[src/hw/rtl/cct_pkg.sv]
`default_nettype none

package cct_pkg;

  localparam int unsigned YearTopDefault = 9999;

  localparam logic [5:0]  SecLast   = 6'd59;
  localparam logic [5:0]  MinLast   = 6'd59;
  localparam logic [4:0]  HourLast  = 5'd23;
  localparam logic [3:0]  MonthLast = 4'd12;
  localparam logic [4:0]  LeapFeb   = 5'd29;

  // y divisible by 25 <=> (y * inverse of 25 mod 2^14) <= floor((2^14-1)/25)
  localparam logic [13:0] Inv25     = 14'd7209;
  localparam logic [13:0] Div25Max  = 14'd655;

  // reset time and date
  localparam logic [4:0]  ResetDay   = 5'd1;
  localparam logic [3:0]  ResetMonth = 4'd1;
  localparam logic [13:0] ResetYear  = 14'd2000;

  typedef struct packed {
    logic        func;
    logic [5:0]  load_seconds;
    logic [5:0]  load_minutes;
    logic [4:0]  load_hours;
    logic [4:0]  load_day;
    logic [3:0]  load_month;
    logic [13:0] load_year;
  } cct_in_t;

  typedef struct packed {
    logic [5:0]  now_seconds;
    logic [5:0]  now_minutes;
    logic [4:0]  now_hours;
    logic [4:0]  now_day;
    logic [3:0]  now_month;
    logic [13:0] now_year;
    logic        load_rejected;
  } cct_out_t;

  typedef struct packed {
    logic [5:0]  seconds;
    logic [5:0]  minutes;
    logic [4:0]  hours;
    logic [4:0]  day;
    logic [3:0]  month;
    logic [13:0] year;
  } cct_time_t;

  // Gregorian leap rule with constant-divisor checks only
  function automatic logic is_leap(input logic [13:0] y);
    logic [13:0] prod;
    logic        div4;
    logic        div16;
    logic        div25;
    prod  = y * Inv25;
    div4  = (y[1:0] == 2'd0);
    div16 = (y[3:0] == 4'd0);
    div25 = (prod <= Div25Max);
    return (div4 && !div25) || (div16 && div25);
  endfunction

  // Month length; zero for a month outside 1..12
  function automatic logic [4:0] days_in(input logic [3:0] m, input logic leap);
    logic [4:0] len;
    case (m)
      4'd1, 4'd3, 4'd5, 4'd7, 4'd8, 4'd10, 4'd12: len = 5'd31;
      4'd4, 4'd6, 4'd9, 4'd11:                    len = 5'd30;
      4'd2:                                       len = leap ? LeapFeb : 5'd28;
      default:                                    len = 5'd0;
    endcase
    return len;
  endfunction

endpackage

`default_nettype wire

[src/hw/rtl/calendar_clock_tick_core.sv]
// Channel | Direction | Handshake               | Payload
// in      | input     | in_valid_i / in_stall_o  | in_item_i  (cct_in_t)
// out     | output    | out_valid_o / out_stall_i| out_item_o (cct_out_t)
//
// One item per cycle sustained while no result is held; a taken item passes the input register,
// then the state update and result register.
// The clock state update is a single pass of the step logic; a new item enters each cycle unless stalled.
// Reset clears both valid flags and sets the clock to 00:00:00, day 1, month 1, year 2000.
// A stalled result holds in the result register; the input register keeps taking items
// until it is full and the result cannot move.
`default_nettype none

module calendar_clock_tick_core import cct_pkg::*; #(
  parameter int unsigned YEAR_TOP = YearTopDefault
) (
  input  logic     clk_i,
  input  logic     rst_ni,
  input  logic     in_valid_i,
  output logic     in_stall_o,
  input  cct_in_t  in_item_i,
  output logic     out_valid_o,
  input  logic     out_stall_i,
  output cct_out_t out_item_o
);

  logic      in_valid_q;
  cct_in_t   in_item_q;
  cct_time_t time_q;
  cct_time_t time_d;
  logic      rejected;
  logic      out_valid_q;
  cct_out_t  out_item_q;
  logic      advance;

  // input register moves into the result stage unless the result is held
  assign advance    = in_valid_q && !(out_valid_q && out_stall_i);
  assign in_stall_o = in_valid_q && out_valid_q && out_stall_i;

  always_ff @(posedge clk_i or negedge rst_ni) begin
    if (!rst_ni) begin
      in_valid_q <= 1'b0;
    end else if (!in_stall_o) begin
      in_valid_q <= in_valid_i;
    end
  end

  always_ff @(posedge clk_i) begin
    if (!in_stall_o && in_valid_i) begin
      in_item_q <= in_item_i;
    end
  end

  cct_step #(
    .YEAR_TOP(YEAR_TOP)
  ) u_step (
    .cur_i     (time_q),
    .item_i    (in_item_q),
    .nxt_o     (time_d),
    .rejected_o(rejected)
  );

  // clock state
  always_ff @(posedge clk_i or negedge rst_ni) begin
    if (!rst_ni) begin
      time_q <= {6'd0, 6'd0, 5'd0, ResetDay, ResetMonth, ResetYear};
    end else if (advance) begin
      time_q <= time_d;
    end
  end

  // result register
  always_ff @(posedge clk_i or negedge rst_ni) begin
    if (!rst_ni) begin
      out_valid_q <= 1'b0;
    end else if (advance) begin
      out_valid_q <= 1'b1;
    end else if (!out_stall_i) begin
      out_valid_q <= 1'b0;
    end
  end

  // time fields in result order, then the reject flag
  always_ff @(posedge clk_i) begin
    if (advance) begin
      out_item_q <= {time_d, rejected};
    end
  end

  assign out_valid_o = out_valid_q;
  assign out_item_o  = out_item_q;

endmodule

`default_nettype wire

[src/hw/rtl/cct_step.sv]
`default_nettype none

// Next time and date for one item: a one-second tick or a checked load.
module cct_step import cct_pkg::*; #(
  parameter int unsigned YEAR_TOP = YearTopDefault
) (
  input  cct_time_t cur_i,
  input  cct_in_t   item_i,
  output cct_time_t nxt_o,
  output logic      rejected_o
);

  localparam logic [13:0] YearTop = 14'(YEAR_TOP);

  cct_time_t  tick_t;
  logic       sec_wrap;
  logic       min_wrap;
  logic       hour_wrap;
  logic [4:0] cur_dim;
  logic [4:0] load_dim;
  logic       load_ok;

  assign sec_wrap  = (cur_i.seconds >= SecLast);
  assign min_wrap  = (cur_i.minutes >= MinLast);
  assign hour_wrap = (cur_i.hours >= HourLast);
  assign cur_dim   = days_in(cur_i.month, is_leap(cur_i.year));
  assign load_dim  = days_in(item_i.load_month, is_leap(item_i.load_year));

  // tick: ripple carry through seconds, minutes, hours and the date
  always_comb begin
    tick_t = cur_i;
    if (!sec_wrap) begin
      tick_t.seconds = cur_i.seconds + 6'd1;
    end else begin
      tick_t.seconds = '0;
      if (!min_wrap) begin
        tick_t.minutes = cur_i.minutes + 6'd1;
      end else begin
        tick_t.minutes = '0;
        if (!hour_wrap) begin
          tick_t.hours = cur_i.hours + 5'd1;
        end else begin
          tick_t.hours = '0;
          if (cur_i.day < cur_dim) begin
            tick_t.day = cur_i.day + 5'd1;
          end else if (cur_i.month >= MonthLast || cur_i.month == 4'd0) begin
            tick_t.day   = 5'd1;
            tick_t.month = 4'd1;
            tick_t.year  = (cur_i.year >= YearTop) ? 14'd0 : cur_i.year + 14'd1;
          end else begin
            tick_t.day   = 5'd1;
            tick_t.month = cur_i.month + 4'd1;
          end
        end
      end
    end
  end

  // load: every field in range, day within the loaded month
  assign load_ok = (item_i.load_seconds <= SecLast) && (item_i.load_minutes <= MinLast) &&
                   (item_i.load_hours <= HourLast) && (item_i.load_year <= YearTop) &&
                   (item_i.load_day != 5'd0) && (item_i.load_day <= load_dim);

  always_comb begin
    rejected_o = 1'b0;
    nxt_o      = cur_i;
    if (!item_i.func) begin
      nxt_o = tick_t;
    end else if (load_ok) begin
      nxt_o.seconds = item_i.load_seconds;
      nxt_o.minutes = item_i.load_minutes;
      nxt_o.hours   = item_i.load_hours;
      nxt_o.day     = item_i.load_day;
      nxt_o.month   = item_i.load_month;
      nxt_o.year    = item_i.load_year;
    end else begin
      rejected_o = 1'b1;
    end
  end

endmodule

`default_nettype wire

[config.mk]
export PLATFORM = sky130hd
export DESIGN_NAME = calendar_clock_tick_core
export DESIGN_NICKNAME = d
export VERILOG_FILES = /design/src/hw/rtl/cct_pkg.sv /design/src/hw/rtl/calendar_clock_tick_core.sv /design/src/hw/rtl/cct_step.sv
export SDC_FILE = /design/constraint.sdc
export NUM_CORES = 1
export LEC_CHECK = 0
export ABC_AREA = 1
export ABC_CLOCK_PERIOD_IN_PS = 11400
export BUFFER_PORTS_ARGS = -buffer_cell sky130_fd_sc_hd__buf_2
export CAP_MARGIN = 20
export CELL_PAD_IN_SITES_DETAIL_PLACEMENT = 0
export CELL_PAD_IN_SITES_GLOBAL_PLACEMENT = 1
export CORE_UTILIZATION = 46
export DETAILED_ROUTE_END_ITERATION = 12
export GPL_ROUTABILITY_DRIVEN = 0
export PLACE_DENSITY = 0.91
export SYNTH_ARGS = -nofsm -noshare
export SYNTH_HDL_FRONTEND = slang
export SYNTH_SLANG_ARGS = --single-unit
[constraint.sdc]
create_clock -name clk_i -period 11.4 [get_ports clk_i]
set_clock_uncertainty 0.1 [all_clocks]
set_input_delay 1.14 -clock clk_i [delete_from_list [all_inputs] [get_ports clk_i]]
set_output_delay 1.14 -clock clk_i [all_outputs]
set_load 0.005 [all_outputs]
==> out/results.tsv <==
metric	value	unit
outcome	finished, violations left	
failing checks	design-rule violations	
met3 Usage GRT	3.66	%
1st-iter DRT viols	557	
io pins	88	
area of the die	19300	um2
IO buf count	87	
largest net degree at the start of global routing	83	
slowest stage delay, CP	0.53	ns
VDD IR max	0.000109	V
initial antenna violation count	0	
cell area after layout	9890	um2
clock root buffer	clkbuf_16	
Clock power frac	22.0	%
Setup TNS Final	0	ns
Max-Cap Viols	0	
Switch Pwr	1.13	mW
Setup CP Type	reg -> reg	
CTS Buffer Depth	2	
PostCTS Resize Cnt	0	
post-synth cell types	48	
Slew @ Worst Pin	0.901	ns
Post-CTS Hold Buffers	0	
Crit-path slowest cell	fa_1	
GRT Overall Usage	21.8	%
Req. time, crit path	11.64	ns
Post-synth EDFFs	82	
DP Area	9270	um2
Rel. slew slack	39.8	%
Hold Crit Class	reg -> reg	
Worst-Skew Late Latency	0.42	ns
Syn Inst Count	977	
die height	139	um
P_leak	4.71	nW
Pre-antenna DRT Iters	9	
top_reg_cell synth	edfxtp_1	
Fin. Hold Viols	0	
total CTS buffers	17	
Async SR Flop Fraction	33.9	%
Max Clk Rate	154	MHz
core area	18100	um2
crit path max fanout	52	
DR DRC count	10	
vias per cell	5.28	
Cell Rows	49	
sw frac	42.7	%
Seq/Total Area, Yosys	40.9	%
crit path time final	6.48	ns
final setup violation count	0	
CTS tree	built	
ANT cells	0	
average wire per standard cell	15.3	um
Initial Utilization	47.4	%
layout cells sized above 1	14.6	%
Int Pwr	1.51	mW
nets@finish	1229	
Tot Pwr	2.64	mW
Slew Limit Fails	0	
Comb pwr share	50.2	%
M2 GR Usage	35.1	%
Detail Route Antenna Nets	0	
global route total overflow	0	
Post-Route WL	20.1	mm
FF+latch count, synth	124	
DP HPWL	14.6	mm
Yosys warning total	0	
clock input transition at the sequential cells of the worst setup and hold paths	0.06	ns
pre-CTS WS	5.00	ns
Area Growth Syn to Fin	15.0	%
Via Count	6911	
final critical-path setup slack	4.92	ns
CTS sink cnt	124	
global routing's busiest layer	met2	
die width	139	um
met1 usage	29.7	%
number of global-route vias before repair	6600	
CTS H-tree depth	4	
Startpoint Class	register	
fin crit share	56.9	%
Synth Net Count	1140	
# Post-CTS Setup Buffers	0	
Crit. End Element	register	
Cell Pwr Density	267	nW/um2
first-pass GRT wire length	32.9	mm
unrepaired setup endpoints after global routing	false	
Avg Synthesized Cell Area	8.81	um2
Reg power frac	27.9	%
Synth Cell Area	8610	um2
WP data arrival	6.73	ns
per-layer routing:
| layer | part of all wire (%) | wire (um) |
|---|---|---|
| met2 | 47 | 9360 |
| met5 | 0 | 0 |
| met4 | 2.1 | 418 |
| met3 | 4.8 | 970 |
| met1 | 46 | 9310 |
Yosys cell counts (all sizes together) (3+ instances only):
library cell  number  area, um2
a211oi             3       22.5
a21oi             49        257
a31oi              5       31.3
buf                5       40.0
clkbuf            18       67.6
dfrtp             34        851
dfstp              8        210
edfxtp            82       2460
fa                22        440
ha                96       1200
inv              153        574
nand2            224        878
nand3             55        285
nand3b             5       37.5
nand4             14       87.6
nor2              49        210
nor3              16       85.1
nor4               4       31.3
o211ai             5       37.5
o21ai             82        410
o22ai              4       25.0
or2                3       18.8
xnor2             16        140
xor2              10       87.6
worst paths after layout:
path                              start           to  slack (ns)  cells past startpoint
max                        in_item_q[3]   time_q[24]        4.92                     33
min reg2reg                  in_valid_q  out_valid_o        0.39                      2
max reg2reg                in_item_q[3]   time_q[24]        4.92                     33
min                          in_valid_q  out_valid_o        0.39                      2
min in group asynchronous        rst_ni   time_q[27]        0.70                      2
max in group asynchronous        rst_ni    time_q[5]       10.09                      2
stage by stage:
step | hold slack (ns) | utilization (%) | cells
after floorplan | 0.348 | - | 977
after global placement | 0.366 | 51.1 | 1276
after detailed placement | 0.392 | 51.1 | 1276
after CTS | 0.401 | 54.5 | 1308
after global routing | 0.429 | 54.5 | 1308
final | 0.395 | 54.5 | 1308
logic make-up after synthesis:
kind of cell,after synthesis,share of synthesized area (%)
XOR/XNOR,26,2.65
buffers and inverters,178,8.01
adder cells (fa/ha/maj),118,19.1
AND/OR/NAND/NOR,371,19.1
AO/OA/AOI/OAI,160,10.3
flip-flops,124,40.9
critical path: cells and delay by family (launching register included):
family                   cells  cell delay (ns)
AND/OR/NAND/NOR             12             1.41
adder cells (fa/ha/maj)      7             2.37
buffers and inverters        5             0.54
AO/OA/AOI/OAI                9             1.48
flip-flops                   1             0.47
sequential cells by signal, summed over array words and instances, names as in the netlist:
signal / count
time_q: 40
out_item_o: 41
in_valid_q: 1
in_item_q: 41
out_valid_o: 1
cells in the final DEF, fill, tap and decap left out, drive strengths merged, types with 34 or more instances in the layout:
| cell type | instances |
|---|---|
| inv | 155 |
| nand2 | 224 |
| buf | 93 |
| nand3 | 55 |
| nor2 | 49 |
| dfrtp | 34 |
| o21ai | 82 |
| a21oi | 49 |
| edfxtp | 82 |
| ha | 96 |
power by group through the flow:
stage                     Sequential, mW  Clock [mW]  Combinational, mW
final                              0.737       0.581               1.33
after global placement             0.740           0               1.28
after floorplan                    0.703           0               1.02
after CTS                          0.736       0.587               1.34
after detailed placement           0.742           0               1.33
after global routing               0.752       0.604               1.54
cell type report:
class | instances | area [um2]
sequential | 124 | 3520
clock buffer | 21 | 460
timing repair buffer | 93 | 480
clock inverter | 11 | 166
tap | 229 | 287
inverter | 155 | 583
fill | 1646 | 8250
multi-input combinational | 675 | 4390
(Power assumes the default switching activity.)
